`config.mk`:
```
export PLATFORM = sky130hd
export DESIGN_NAME = sat_clause_state_tracker_unit_flat
export DESIGN_NICKNAME = d
export VERILOG_FILES = /design/src/sct_pkg.sv /design/src/sct_if.sv /design/src/sat_clause_state_tracker_unit.sv /design/src/sct_ram.sv /design/src/sct_scan.sv /design/src/flat_wrapper.sv
export SDC_FILE = /design/constraint.sdc
export NUM_CORES = 1
export LEC_CHECK = 0
export BUFFER_PORTS_ARGS = -buffer_cell sky130_fd_sc_hd__buf_2
export CAP_MARGIN = 25
export CORE_ASPECT_RATIO = 0.8
export CORE_UTILIZATION = 54
export DETAILED_ROUTE_END_ITERATION = 8
export PLACE_DENSITY = 0.71
export RECOVER_POWER = 50
export REMOVE_ABC_BUFFERS = 1
export SYNTH_ARGS = -nofsm -noshare
export SYNTH_HDL_FRONTEND = slang
export SYNTH_SLANG_ARGS = --single-unit
```
`constraint.sdc`:
```
create_clock -name clk -period 4.1 [get_ports clk]
set_input_delay 0.82 -clock clk [delete_from_list [all_inputs] [get_ports clk]]
set_output_delay 0.82 -clock clk [all_outputs]
set_load 0.05 [all_outputs]
```
`src/sct_pkg.sv`:
```
package sct_pkg;

  // Defaults for the top-level parameters
  localparam int MAX_LITERALS_DEF = 16;
  localparam int VAR_BITS_DEF     = 16;

  // Width of every count field in a result word
  localparam int COUNT_W = 5;

  // Stored entry layout: {variable, polarity, mark}
  localparam int MARK_W = 2;

  typedef enum logic [1:0] {
    CMD_ADD      = 2'd0,
    CMD_TRUE     = 2'd1,
    CMD_FALSE    = 2'd2,
    CMD_UNASSIGN = 2'd3
  } cmd_e;

  typedef enum logic [MARK_W-1:0] {
    MARK_OPEN  = 2'd0,
    MARK_TRUE  = 2'd1,
    MARK_FALSE = 2'd2
  } mark_e;

  typedef enum logic [2:0] {
    ST_IDLE,
    ST_MATCH,
    ST_CHECK,
    ST_FIND,
    ST_OUT
  } state_t;

  typedef struct packed {
    logic start;
    logic run;
    logic find_open;
  } scan_ctl_t;

  typedef struct packed {
    logic hit;
    logic miss;
  } scan_sts_t;

endpackage

```
`src/sct_if.sv`:
```
interface sct_cmd_if #(
  parameter int VAR_BITS = 16
);
  logic                valid;
  logic                ready;
  logic [1:0]          cmd;
  logic [VAR_BITS-1:0] variable_id;
  logic                polarity;

  modport source (output valid, output cmd, output variable_id, output polarity, input ready);
  modport sink   (input valid, input cmd, input variable_id, input polarity, output ready);
endinterface

interface sct_res_if #(
  parameter int VAR_BITS = 16
);
  import sct_pkg::*;

  logic                valid;
  logic                ready;
  logic                accepted;
  logic                conflict;
  logic                unit;
  logic [VAR_BITS-1:0] unit_variable;
  logic                unit_polarity;
  logic [COUNT_W-1:0]  true_count;
  logic [COUNT_W-1:0]  false_count;
  logic [COUNT_W-1:0]  unassigned_count;
  logic [COUNT_W-1:0]  literal_count;

  modport source (
    output valid, output accepted, output conflict, output unit,
    output unit_variable, output unit_polarity, output true_count,
    output false_count, output unassigned_count, output literal_count,
    input ready
  );
  modport sink (
    input valid, input accepted, input conflict, input unit,
    input unit_variable, input unit_polarity, input true_count,
    input false_count, input unassigned_count, input literal_count,
    output ready
  );
endinterface

```
`src/sat_clause_state_tracker_unit.sv`:
```
// Channel   Dir  Modport          Payload
// cmd_ch    in   sct_cmd_if.sink   cmd, variable_id, polarity
// res_ch    out  sct_res_if.source accepted, conflict, unit, unit_variable,
//                                  unit_polarity, four 5-bit counts
//
// An add appends at the fill point, then the status is checked. An assign or
// unassign walks the literal table one entry a cycle through the single
// compare unit up to the first match or past the last stored literal. When
// the clause turns unit, the same unit walks the table again for the open
// literal.
// Reset (rst, synchronous) empties the clause; the table holds no reset.
// A stalled result holds in the output register; the next word is taken
// meanwhile, and its result waits until the register frees up.
module sat_clause_state_tracker_unit #(
  parameter int MAX_LITERALS = sct_pkg::MAX_LITERALS_DEF,
  parameter int VAR_BITS     = sct_pkg::VAR_BITS_DEF
) (
  input logic       clk,
  input logic       rst,
  sct_cmd_if.sink   cmd_ch,
  sct_res_if.source res_ch
);
  import sct_pkg::*;

  localparam int CNT_W  = $clog2(MAX_LITERALS + 1);
  localparam int IDX_W  = MAX_LITERALS > 1 ? $clog2(MAX_LITERALS) : 1;
  localparam int WORD_W = VAR_BITS + MARK_W + 1;
  localparam logic [CNT_W-1:0] MAX_CNT = CNT_W'(MAX_LITERALS);
  localparam logic [CNT_W-1:0] ONE     = CNT_W'(1);

  // Sequencer and clause counters
  state_t               state, state_next;
  logic [CNT_W-1:0]     stored, stored_next;
  logic [CNT_W-1:0]     ttot, ttot_next;
  logic [CNT_W-1:0]     ftot, ftot_next;
  logic [CNT_W-1:0]     otot, otot_next;

  // Command held for the duration of the walk
  cmd_e                 op, op_next;
  logic [VAR_BITS-1:0]  key, key_next;
  logic                 acc, acc_next;
  logic                 confl, confl_next;
  logic                 unit_r, unit_next;
  logic [VAR_BITS-1:0]  uvar, uvar_next;
  logic                 upol, upol_next;

  // Table port and scan unit
  logic                 we;
  logic [IDX_W-1:0]     waddr;
  logic [WORD_W-1:0]    wdata;
  logic                 rd_en;
  logic [IDX_W-1:0]     rd_addr;
  logic [WORD_W-1:0]    rd_data;
  logic [IDX_W-1:0]     hit_idx;
  scan_ctl_t            scan_ctl;
  scan_sts_t            scan_sts;

  logic [VAR_BITS-1:0]  hit_var;
  logic                 hit_pol;
  mark_e                hit_mark;
  mark_e                new_mark;

  // Output register
  logic                 res_valid;
  logic                 load_out;

  assign hit_var  = rd_data[WORD_W-1:MARK_W+1];
  assign hit_pol  = rd_data[MARK_W];
  assign hit_mark = mark_e'(rd_data[MARK_W-1:0]);

  sct_ram #(
    .WIDTH (WORD_W),
    .DEPTH (MAX_LITERALS)
  ) u_table (
    .clk   (clk),
    .we    (we),
    .waddr (waddr),
    .wdata (wdata),
    .re    (rd_en),
    .raddr (rd_addr),
    .rdata (rd_data)
  );

  sct_scan #(
    .MAX_LITERALS (MAX_LITERALS),
    .VAR_BITS     (VAR_BITS)
  ) u_scan (
    .clk     (clk),
    .rst     (rst),
    .ctl     (scan_ctl),
    .key     (key),
    .limit   (stored),
    .rd_data (rd_data),
    .rd_en   (rd_en),
    .rd_addr (rd_addr),
    .hit_idx (hit_idx),
    .sts     (scan_sts)
  );

  assign cmd_ch.ready = (state == ST_IDLE);

  always_ff @(posedge clk) begin
    if (rst) begin
      state  <= ST_IDLE;
      stored <= '0;
      ttot   <= '0;
      ftot   <= '0;
      otot   <= '0;
    end else begin
      state  <= state_next;
      stored <= stored_next;
      ttot   <= ttot_next;
      ftot   <= ftot_next;
      otot   <= otot_next;
    end
  end

  always_ff @(posedge clk) begin
    op     <= op_next;
    key    <= key_next;
    acc    <= acc_next;
    confl  <= confl_next;
    unit_r <= unit_next;
    uvar   <= uvar_next;
    upol   <= upol_next;
  end

  always_comb begin
    state_next  = state;
    stored_next = stored;
    ttot_next   = ttot;
    ftot_next   = ftot;
    otot_next   = otot;
    op_next     = op;
    key_next    = key;
    acc_next    = acc;
    confl_next  = confl;
    unit_next   = unit_r;
    uvar_next   = uvar;
    upol_next   = upol;
    we          = 1'b0;
    waddr       = '0;
    wdata       = '0;
    scan_ctl    = '0;
    load_out    = 1'b0;
    new_mark    = MARK_OPEN;

    case (state)
      ST_IDLE: begin
        if (cmd_ch.valid) begin
          op_next  = cmd_e'(cmd_ch.cmd);
          key_next = cmd_ch.variable_id;
          acc_next = 1'b0;
          if (cmd_e'(cmd_ch.cmd) == CMD_ADD) begin
            // Append at the fill point; a full table drops the word
            if (stored < MAX_CNT) begin
              we          = 1'b1;
              waddr       = stored[IDX_W-1:0];
              wdata       = {cmd_ch.variable_id, cmd_ch.polarity, MARK_OPEN};
              stored_next = stored + ONE;
              otot_next   = otot + ONE;
              acc_next    = 1'b1;
            end
            state_next = ST_CHECK;
          end else begin
            scan_ctl.start = 1'b1;
            state_next     = ST_MATCH;
          end
        end
      end

      ST_MATCH: begin
        // Walk for the first entry on this variable
        scan_ctl.run = 1'b1;
        if (scan_sts.hit) begin
          case (op)
            CMD_UNASSIGN: begin
              if (hit_mark == MARK_TRUE || hit_mark == MARK_FALSE) begin
                if (hit_mark == MARK_TRUE) begin
                  ttot_next = ttot - ONE;
                end else begin
                  ftot_next = ftot - ONE;
                end
                otot_next = otot + ONE;
                new_mark  = MARK_OPEN;
                we        = 1'b1;
                acc_next  = 1'b1;
              end
            end
            default: begin
              if (hit_mark == MARK_OPEN) begin
                if (hit_pol == (op == CMD_TRUE)) begin
                  new_mark  = MARK_TRUE;
                  ttot_next = ttot + ONE;
                end else begin
                  new_mark  = MARK_FALSE;
                  ftot_next = ftot + ONE;
                end
                otot_next = otot - ONE;
                we        = 1'b1;
                acc_next  = 1'b1;
              end
            end
          endcase
          waddr      = hit_idx;
          wdata      = {hit_var, hit_pol, new_mark};
          state_next = ST_CHECK;
        end else if (scan_sts.miss) begin
          state_next = ST_CHECK;
        end
      end

      ST_CHECK: begin
        // Clause status from the updated counts; rewind the walk
        scan_ctl.start     = 1'b1;
        scan_ctl.find_open = 1'b1;
        confl_next = (ftot == stored);
        unit_next  = ((stored - ftot) == ONE) && (otot == ONE);
        uvar_next  = '0;
        upol_next  = 1'b0;
        state_next = unit_next ? ST_FIND : ST_OUT;
      end

      ST_FIND: begin
        // Walk for the single open literal
        scan_ctl.run       = 1'b1;
        scan_ctl.find_open = 1'b1;
        if (scan_sts.hit) begin
          uvar_next  = hit_var;
          upol_next  = hit_pol;
          state_next = ST_OUT;
        end else if (scan_sts.miss) begin
          state_next = ST_OUT;
        end
      end

      ST_OUT: begin
        // Hold until the output register frees up
        if (!res_valid || res_ch.ready) begin
          load_out   = 1'b1;
          state_next = ST_IDLE;
        end
      end

      default: begin
        state_next = ST_IDLE;
      end
    endcase
  end

  always_ff @(posedge clk) begin
    if (rst) begin
      res_valid <= 1'b0;
    end else if (load_out) begin
      res_valid <= 1'b1;
    end else if (res_ch.ready) begin
      res_valid <= 1'b0;
    end
  end

  always_ff @(posedge clk) begin
    if (load_out) begin
      res_ch.accepted         <= acc;
      res_ch.conflict         <= confl;
      res_ch.unit             <= unit_r;
      res_ch.unit_variable    <= uvar;
      res_ch.unit_polarity    <= upol;
      res_ch.true_count       <= COUNT_W'(ttot);
      res_ch.false_count      <= COUNT_W'(ftot);
      res_ch.unassigned_count <= COUNT_W'(otot);
      res_ch.literal_count    <= COUNT_W'(stored);
    end
  end

  assign res_ch.valid = res_valid;

  // Every stored literal is counted exactly once
  a_count_sum: assert property (@(posedge clk) disable iff (rst)
    ((CNT_W+2)'(ttot) + (CNT_W+2)'(ftot) + (CNT_W+2)'(otot)) == (CNT_W+2)'(stored))
    else $error("literal counts do not add up to the fill level");

  a_fill_bound: assert property (@(posedge clk) disable iff (rst)
    stored <= MAX_CNT)
    else $error("fill level beyond table depth");

  // A unit clause always holds an open literal below the fill point
  a_find_hits: assert property (@(posedge clk) disable iff (rst)
    state == ST_FIND |-> !scan_sts.miss)
    else $error("unit search found no open literal");

  a_busy_after_accept: assert property (@(posedge clk) disable iff (rst)
    cmd_ch.valid && cmd_ch.ready |=> !cmd_ch.ready)
    else $error("ready while a word is still in work");

endmodule

```
`src/sct_ram.sv`:
```
module sct_ram #(
  parameter int WIDTH = 8,
  parameter int DEPTH = 16
) (
  input  logic                                  clk,
  input  logic                                  we,
  input  logic [(DEPTH > 1 ? $clog2(DEPTH) : 1)-1:0] waddr,
  input  logic [WIDTH-1:0]                      wdata,
  input  logic                                  re,
  input  logic [(DEPTH > 1 ? $clog2(DEPTH) : 1)-1:0] raddr,
  output logic [WIDTH-1:0]                      rdata
);

  logic [WIDTH-1:0] mem [DEPTH];

  always_ff @(posedge clk) begin
    if (we) begin
      mem[waddr] <= wdata;
    end
    if (re) begin
      rdata <= mem[raddr];
    end
  end

endmodule

```
`src/sct_scan.sv`:
```
module sct_scan #(
  parameter int MAX_LITERALS = 16,
  parameter int VAR_BITS     = 16
) (
  input  logic                                                clk,
  input  logic                                                rst,
  input  sct_pkg::scan_ctl_t                                  ctl,
  input  logic [VAR_BITS-1:0]                                 key,
  input  logic [$clog2(MAX_LITERALS+1)-1:0]                   limit,
  input  logic [VAR_BITS+sct_pkg::MARK_W:0]                   rd_data,
  output logic                                                rd_en,
  output logic [(MAX_LITERALS > 1 ? $clog2(MAX_LITERALS) : 1)-1:0] rd_addr,
  output logic [(MAX_LITERALS > 1 ? $clog2(MAX_LITERALS) : 1)-1:0] hit_idx,
  output sct_pkg::scan_sts_t                                  sts
);
  import sct_pkg::*;

  localparam int CNT_W  = $clog2(MAX_LITERALS + 1);
  localparam int IDX_W  = MAX_LITERALS > 1 ? $clog2(MAX_LITERALS) : 1;
  localparam int WORD_W = VAR_BITS + MARK_W + 1;

  logic [CNT_W-1:0] cnt;
  logic             chk_valid;
  logic [IDX_W-1:0] chk_idx;
  logic             key_hit;

  // Shared compare: variable match, or open mark during the unit search
  always_comb begin
    if (ctl.find_open) begin
      key_hit = (rd_data[MARK_W-1:0] == MARK_OPEN);
    end else begin
      key_hit = (rd_data[WORD_W-1:MARK_W+1] == key);
    end
  end

  assign sts.hit  = ctl.run && chk_valid && key_hit;
  assign sts.miss = ctl.run && !sts.hit && (cnt == limit);
  assign rd_en    = ctl.run && !sts.hit && (cnt < limit);
  assign rd_addr  = cnt[IDX_W-1:0];
  assign hit_idx  = chk_idx;

  always_ff @(posedge clk) begin
    if (rst) begin
      cnt       <= '0;
      chk_valid <= 1'b0;
    end else if (ctl.start) begin
      cnt       <= '0;
      chk_valid <= 1'b0;
    end else if (ctl.run) begin
      chk_valid <= rd_en;
      if (rd_en) begin
        cnt <= cnt + CNT_W'(1);
      end
    end
  end

  always_ff @(posedge clk) begin
    if (rd_en) begin
      chk_idx <= cnt[IDX_W-1:0];
    end
  end

endmodule

```
`src/flat_wrapper.sv`:
```
// flat-port wrapper written by rule: the top's interface ports become plain ports
module sat_clause_state_tracker_unit_flat import sct_pkg::*;
#(
  parameter int MAX_LITERALS = sct_pkg::MAX_LITERALS_DEF,
  parameter int VAR_BITS     = sct_pkg::VAR_BITS_DEF
)
  (clk, rst, cmd_ch_valid, cmd_ch_cmd, cmd_ch_variable_id, cmd_ch_polarity, cmd_ch_ready, res_ch_valid, res_ch_accepted, res_ch_conflict, res_ch_unit, res_ch_unit_variable, res_ch_unit_polarity, res_ch_true_count, res_ch_false_count, res_ch_unassigned_count, res_ch_literal_count, res_ch_ready);
  sct_cmd_if #(.VAR_BITS(VAR_BITS)) cmd_ch_i ();
  sct_res_if #(.VAR_BITS(VAR_BITS)) res_ch_i ();
  input logic clk;
  input logic rst;
  input wire logic [$bits(cmd_ch_i.valid)-1:0] cmd_ch_valid;
  input wire logic [$bits(cmd_ch_i.cmd)-1:0] cmd_ch_cmd;
  input wire logic [$bits(cmd_ch_i.variable_id)-1:0] cmd_ch_variable_id;
  input wire logic [$bits(cmd_ch_i.polarity)-1:0] cmd_ch_polarity;
  output wire logic [$bits(cmd_ch_i.ready)-1:0] cmd_ch_ready;
  output wire logic [$bits(res_ch_i.valid)-1:0] res_ch_valid;
  output wire logic [$bits(res_ch_i.accepted)-1:0] res_ch_accepted;
  output wire logic [$bits(res_ch_i.conflict)-1:0] res_ch_conflict;
  output wire logic [$bits(res_ch_i.unit)-1:0] res_ch_unit;
  output wire logic [$bits(res_ch_i.unit_variable)-1:0] res_ch_unit_variable;
  output wire logic [$bits(res_ch_i.unit_polarity)-1:0] res_ch_unit_polarity;
  output wire logic [$bits(res_ch_i.true_count)-1:0] res_ch_true_count;
  output wire logic [$bits(res_ch_i.false_count)-1:0] res_ch_false_count;
  output wire logic [$bits(res_ch_i.unassigned_count)-1:0] res_ch_unassigned_count;
  output wire logic [$bits(res_ch_i.literal_count)-1:0] res_ch_literal_count;
  input wire logic [$bits(res_ch_i.ready)-1:0] res_ch_ready;
  assign cmd_ch_i.valid = cmd_ch_valid;
  assign cmd_ch_i.cmd = cmd_ch_cmd;
  assign cmd_ch_i.variable_id = cmd_ch_variable_id;
  assign cmd_ch_i.polarity = cmd_ch_polarity;
  assign cmd_ch_ready = cmd_ch_i.ready;
  assign res_ch_valid = res_ch_i.valid;
  assign res_ch_accepted = res_ch_i.accepted;
  assign res_ch_conflict = res_ch_i.conflict;
  assign res_ch_unit = res_ch_i.unit;
  assign res_ch_unit_variable = res_ch_i.unit_variable;
  assign res_ch_unit_polarity = res_ch_i.unit_polarity;
  assign res_ch_true_count = res_ch_i.true_count;
  assign res_ch_false_count = res_ch_i.false_count;
  assign res_ch_unassigned_count = res_ch_i.unassigned_count;
  assign res_ch_literal_count = res_ch_i.literal_count;
  assign res_ch_i.ready = res_ch_ready;
  sat_clause_state_tracker_unit #(.MAX_LITERALS(MAX_LITERALS), .VAR_BITS(VAR_BITS)) u_core (.clk(clk), .rst(rst), .cmd_ch(cmd_ch_i), .res_ch(res_ch_i));
endmodule
```
Word-level counts from Yosys, hierarchy flattened. Memory sizes are Yosys's and may differ from the RTL's. A register that Yosys moved wholly into a read port is not among the register bits. Cells that the tools add are included.

Memories kept: 1. Word-level logic and storage cells: 165. Bits in registers: 112. Output and inout bits: 42. Bits in writable memories: 304.

Multiplexer cells: 70. Equal/unequal tests: 28. Reductions and logical operators: 30. $add $sub $neg: 9. Order comparisons: 2.

Memory list: u_core.u_table.mem (depth 16, bits a word 19, rd ports 1, clocked after memory_dff 1, wr ports 1, RTL line sct_ram.sv:14) `logic [WIDTH-1:0] mem [DEPTH];`.

Operators with widths (number): 5-bit two-way mux (17); 19-bit two-way mux (4); 19-bit one-hot mux with 2 select lines (1); 16-bit one-hot mux with 2 select lines (1); 5-bit by 1-bit adder with 5-bit output, second input constant (5); 1-bit two-way mux (24); 3-bit two-way mux (7); 16-bit equality test (1); 16-bit two-way mux (1); 4-bit two-way mux (4); 3-bit one-hot mux with 5 select lines (1); 5-bit by 1-bit subtractor with 5-bit output, second input constant (3); 3-bit by 2-bit inequality test with 1-bit output, second input constant (4); 6-bit AND reduction (2); 5-bit by 1-bit equality test with 1-bit output, second input constant (2); 5-bit equality test (2); 2-bit by 1-bit inequality test with 1-bit output, second input constant (5); 2-bit inequality test, second input constant (5); 5-bit one-hot mux with 2 select lines (1); 2-bit nonzero test (5); 2-bit two-way mux (4); 1-bit one-hot mux with 2 select lines (4); 4-bit one-hot mux with 2 select lines (1); 4-bit AND reduction (2); other kinds (18) (33).

Depth between registers and ports, before layout.
Word-level depth: 11. Mapped depth: 11.

Modules after synthesis. From an unflattened synthesis, not the netlist that was laid out.

Cells, all modules: 936. Area total of the unflattened synthesis: 17301.6 um^2.

Modules (own cells, without submodules): sct_ram (cells an instance 507, times used 1, area each 12036.5 um^2); sat_clause_state_tracker_unit (cells an instance 350, times used 1, area each 4520.6 um^2); sct_scan (cells an instance 79, times used 1, area each 744.5 um^2).

Least setup slack after synthesis. No wires, ideal clock.

Path type: input to register. Start: input cmd_ch_valid. End: memory u_core.u_table.mem[12][0] (netlist bit) (enable). Data required time: 3705 ps. Cell stages on the path: 6. Path slack: 901 ps. Arrival time: 2804 ps. Path through: or4b_4 -> or2_1 -> o21ai_1 -> a32oi_1 -> o22a_1 -> nor2_1.

Cells in the longest elaborated chain, start to end: 4. Elaborated cells between the ends (all ways): 6. Those cells by class: 6 x mux.

Ends and longest elaborated chain: start: declaration (RTL line flat_wrapper.sv:12) `input wire logic [$bits(cmd_ch_i.valid)-1:0] cmd_ch_valid;`; 1-bit two-way mux (RTL line sat_clause_state_tracker_unit.sv:150) `if (cmd_ch.valid) begin`; 1-bit one-hot mux with 2 select lines (RTL line sat_clause_state_tracker_unit.sv:148) `case (state)`; 1-bit two-way mux (RTL line sct_ram.sv:17) `if (we) begin`; 1-bit two-way mux (implied by the code) (RTL line sct_ram.sv:18) `mem[waddr] <= wdata;`; end: declaration (RTL line sct_ram.sv:14).

Parallel ways exist; a longest one is shown, timed or not.

Worst setup path after layout.
Start: register u_core.u_table.rdata[17] (read register of u_core.u_table.mem). End: memory u_core.u_table.mem[9][6] (netlist bit) (enable).

Cells in the longest elaborated chain, start to end: 7. Elaborated cells between the ends (all ways): 9. Those cells by class: 1 x eq/ne; 7 x mux; 1 x reduce/logical.

Ends and longest elaborated chain: start: declaration (RTL line sct_ram.sv:11) `output logic [WIDTH-1:0] rdata`; 16-bit equality test * (RTL line sct_scan.sv:32) `key_hit = (rd_data[WORD_W-1:MARK_W+1] == key);`; 1-bit two-way mux * (RTL line sct_scan.sv:29) `if (ctl.find_open) begin`; 1-bit logical AND * (RTL line sct_scan.sv:36) `assign sts.hit = ctl.run && chk_valid && key_hit;`; 1-bit two-way mux (RTL line sat_clause_state_tracker_unit.sv:175) `if (scan_sts.hit) begin`; 1-bit one-hot mux with 2 select lines (RTL line sat_clause_state_tracker_unit.sv:148); 1-bit two-way mux (RTL line sct_ram.sv:17); 1-bit two-way mux (implied by the code) (RTL line sct_ram.sv:18).

Mark *: on every way between the ends. The rest lies on a longest branch, timed or not.

==> metrics.md <==
| Metric | Value |
|---|---|
| Status | finished, violations left |
| Failing checks | max-capacitance violations, max-slew violations |
| Crit path arrival time | 3.77 ns |
| HPWL after DPL | 23.79 mm |
| Post-synth EDFFs | 405 |
| Die Area | 32,760 sq um |
| Vias | 8,744 |
| Pre-CTS setup slack | 0.7456 ns |
| Clock Latency Late Sink | 0.55 ns |
| Final Hold Slack | 0.4170 ns |
| Total track usage | 23.49% |
| Root Buffer Master | clkbuf_16 |
| Cell taking the most area after synthesis | edfxtp_1 |
| Final worst slack | 0.5047 ns |
| Hold Fails Final Rpt | 0 |
| Critical path launch point type | flop |
| Min-Delay Startpoint | u_core.uvar[5] |
| Cts hold-fix bufs | 0 |
| Max Root-Sink Buffers | 3 |
| Clock sinks | 435 |
| RSZ-0062 raised after global routing | no |
| Post-synthesis sequential area ratio | 73.77% |
| Max_cap viols | 4 |
| Slew Limit Fails | 108 |
| PD cells | 454.4 nW/um^2 |
| CTS Buf Count | 42 |
| Setup violators final | 0 |
| Mapped Avg Cell Area | 19.68 sq um |
| Vias per cell | 6.093 |
| Worst hold path stage count | 0 |
| Reg2Reg Depth | 8 |
| FMAX | 0.2781 GHz |
| H-tree levels | 2 |
| Maximum vdd drop | 0.3764 mV |
| LEAKAGE | 6.341 nW |
| Worst hold path type | flop to flop |
| Drt pass-1 iters | 6 |
| Final std cells w/o fill | 1,435 |
| Placed Cells | 1,361 |
| Initial Utilization | 54.93% |
| Wire length per cell | 26.10 microns |
| Slew HR | -53.12% |
| CP max FO | 10 |
| Fin Setup TNS | 0 ns |
| Post-cts sizing count | 0 |
| CTS tree | built |
| Final nets | 1,034 |
| # IOs | 65 |
| Worst-path clk slew | 0.06 ns |
| Total grt overflow | 0 |
| #FFs+latches synth | 435 |
| Routability cong. | 0.7926 |
| R2R Path Start | u_core.u_table.rdata[17] |
| Rows | 58 |
| Drt drc | 0 |
| First-pass GRT wire length | 55.83 mm |
| Largest net degree at the start of global routing | 60 |
| Area of the core | 31,500 sq um |
| Worst Path Required | 4.27 ns |
| Die Span X | 202.1 microns |
| Drt initial violations | 837 |
| Critical Path Start | u_core.u_table.rdata[17] |
| Total wire length | 37.46 mm |
| Yosys top cell area share | 70.30% |
| FFs w/ async S/R, synth | 0% |
| Critical setup path kind | flop to flop |
| Distinct cells, synth | 66 |
| Antenna viol nets, final | 0 |
| Synth Warn # | 0 |
| Antenna violations before repair | 1 |
| Setup bufs post-CTS | 0 |
| N_diodes | 0 |
| Proportion of layout cells with a drive suffix above 1 | 20.30% |
| Post-synth design cell area | 17,300 sq um |
| Synthesis-to-finish area growth | 12.48% |
| Vias in the first global route | 8,876 |
| Most common flop cell mapped by yosys | edfxtp_1 |
| Tot Pwr | 0.008841 W |
| Top cells by area, synth | edfxtp_1 (70%), mux4_2 (12%), dfxtp_1 (3.5%), ha_1 (1.6%), xnor2_1 (1.5%) |
| Skew final | 0.02397 ns |
| Post-synthesis instance total | 879 |
| Die Ht | 162.1 microns |
| Worst Tran Pin Value | 2.288 ns |
| Fill cells | 2,241 |
| CP endpoint kind | flop |
| Tmin final | 3.595 ns |
| Port buffer count | 64 |
| Fin crit share | 87.69% |
layer usage:
layer / global-route usage [%] / part of all wire [%] / vias to the layer above
met5: 0 / 0 / -
met2: 37.27 / 48 / 332
li1: - / - / 3766
met3: 3.892 / 5.9 / 59
met1: 34.21 / 44 / 4587
met4: 6.459 / 2.2 / 0
worst max-delay path: stages (launching register included):
cell and delay, ns:
edfxtp_1 0.44, xnor2_1 0.19, nand4_1 0.28, nor4_1 0.69
buf_4 0.30, nand2_1 0.10, o32a_1 0.40, nor2_1 0.18
clkbuf_1 0.65
logic make-up (layout without fill, tap and decap cells):
kind of cell | count (synthesis) | after routing | synth area share [%]
AOI/OAI and AO/OA | 84 | 84 | 3.407
xor gates and xnor gates | 32 | 32 | 1.620
adders and majority gates | 25 | 25 | 1.938
buffers and inverters | 62 | 198 | 1.721
DFF | 435 | 435 | 73.77
muxes | 104 | 104 | 12.91
and+or+nand+nor | 137 | 137 | 4.629
worst paths after layout:
path                               endpoint  slack, ns
max                u_core.u_table.mem[9][6]       0.50
min          u_core.res_ch.unit_variable[5]       0.42
max reg2reg        u_core.u_table.mem[9][6]       0.50
min reg2reg  u_core.res_ch.unit_variable[5]       0.42
through the flow:
stage | instance area [sq um] | util, %
after detailed placement | 18410 | 58.45
after CTS | 19680 | 62.49
after global placement | 18300 | 58.09
after global routing | 19460 | 61.78
final | 19460 | 61.78
after floorplan | 17100 | -
cell type report:
cell class	instances	area, sq um	share of cell area, %
Clock buffer	53	1114	5.723
Clock inverter	20	160.2	0.8231
Inverter	26	97.59	0.5016
Multi-Input combinational cell	382	4212	21.64
Sequential cell	435	12770	65.61
Tap cell	420	525.5	2.701
Timing Repair Buffer	99	583.1	2.997
power by group:
group	total (W)	switching [W]	internal, W
Sequential	0.00491	0.0000312	0.00488
Clock	0.00364	0.00159	0.00205
Combinational	0.000295	0.000203	0.0000926
Total	0.00884	0.00182	0.00702
layout by cell type, fill, tap and decap left out, types with 7 or more instances in the layout:
| cell | synthesis | routed |
|---|---|---|
| edfxtp_1 | 405 | 405 |
| mux4_2 | 95 | 95 |
| clkbuf_1 | 13 | 80 |
| clkbuf_16 | 0 | 43 |
| nor2_1 | 39 | 31 |
| xnor2_1 | 30 | 30 |
| dfxtp_1 | 30 | 29 |
| a21oi_1 | 26 | 27 |
| inv_1 | 26 | 26 |
| ha_1 | 22 | 22 |
| a22o_1 | 16 | 17 |
| nand2_1 | 15 | 15 |
| and2_0 | 0 | 13 |
| o21ai_0 | 9 | 9 |
| clkinv_1 | 0 | 9 |
| nand4_1 | 7 | 8 |
| nor2_2 | 0 | 8 |
| clkbuf_2 | 0 | 8 |
| and3_1 | 7 | 7 |
| nand3_1 | 7 | 7 |
| a21o_1 | 7 | 7 |
synthesized netlist by cell type, drive strengths merged (4+ instances only):
cell / instances
nand2: 16
and3: 7
mux4: 95
and2: 21
ha: 22
dfxtp: 30
or2: 4
a22o: 17
nand2b: 6
nand3: 7
nor2b: 4
a21oi: 27
edfxtp: 405
nor3: 4
buf: 21
mux2i: 6
nor2: 40
or3: 5
inv: 26
a21o: 7
xnor2: 30
o21ai: 11
nand4: 8
clkbuf: 15
sequential cells by signal, indices dropped and copies added, names as in the netlist, 16 cells and up:
| register | count |
|---|---|
| u_core.res_ch.unit_variable | 16 |
| u_core.uvar | 16 |
| u_core.u_table.mem | 304 |
| u_core.u_table.rdata | 19 |
| u_core.key | 16 |
Note: power is estimated with default switching activity, not from simulation.
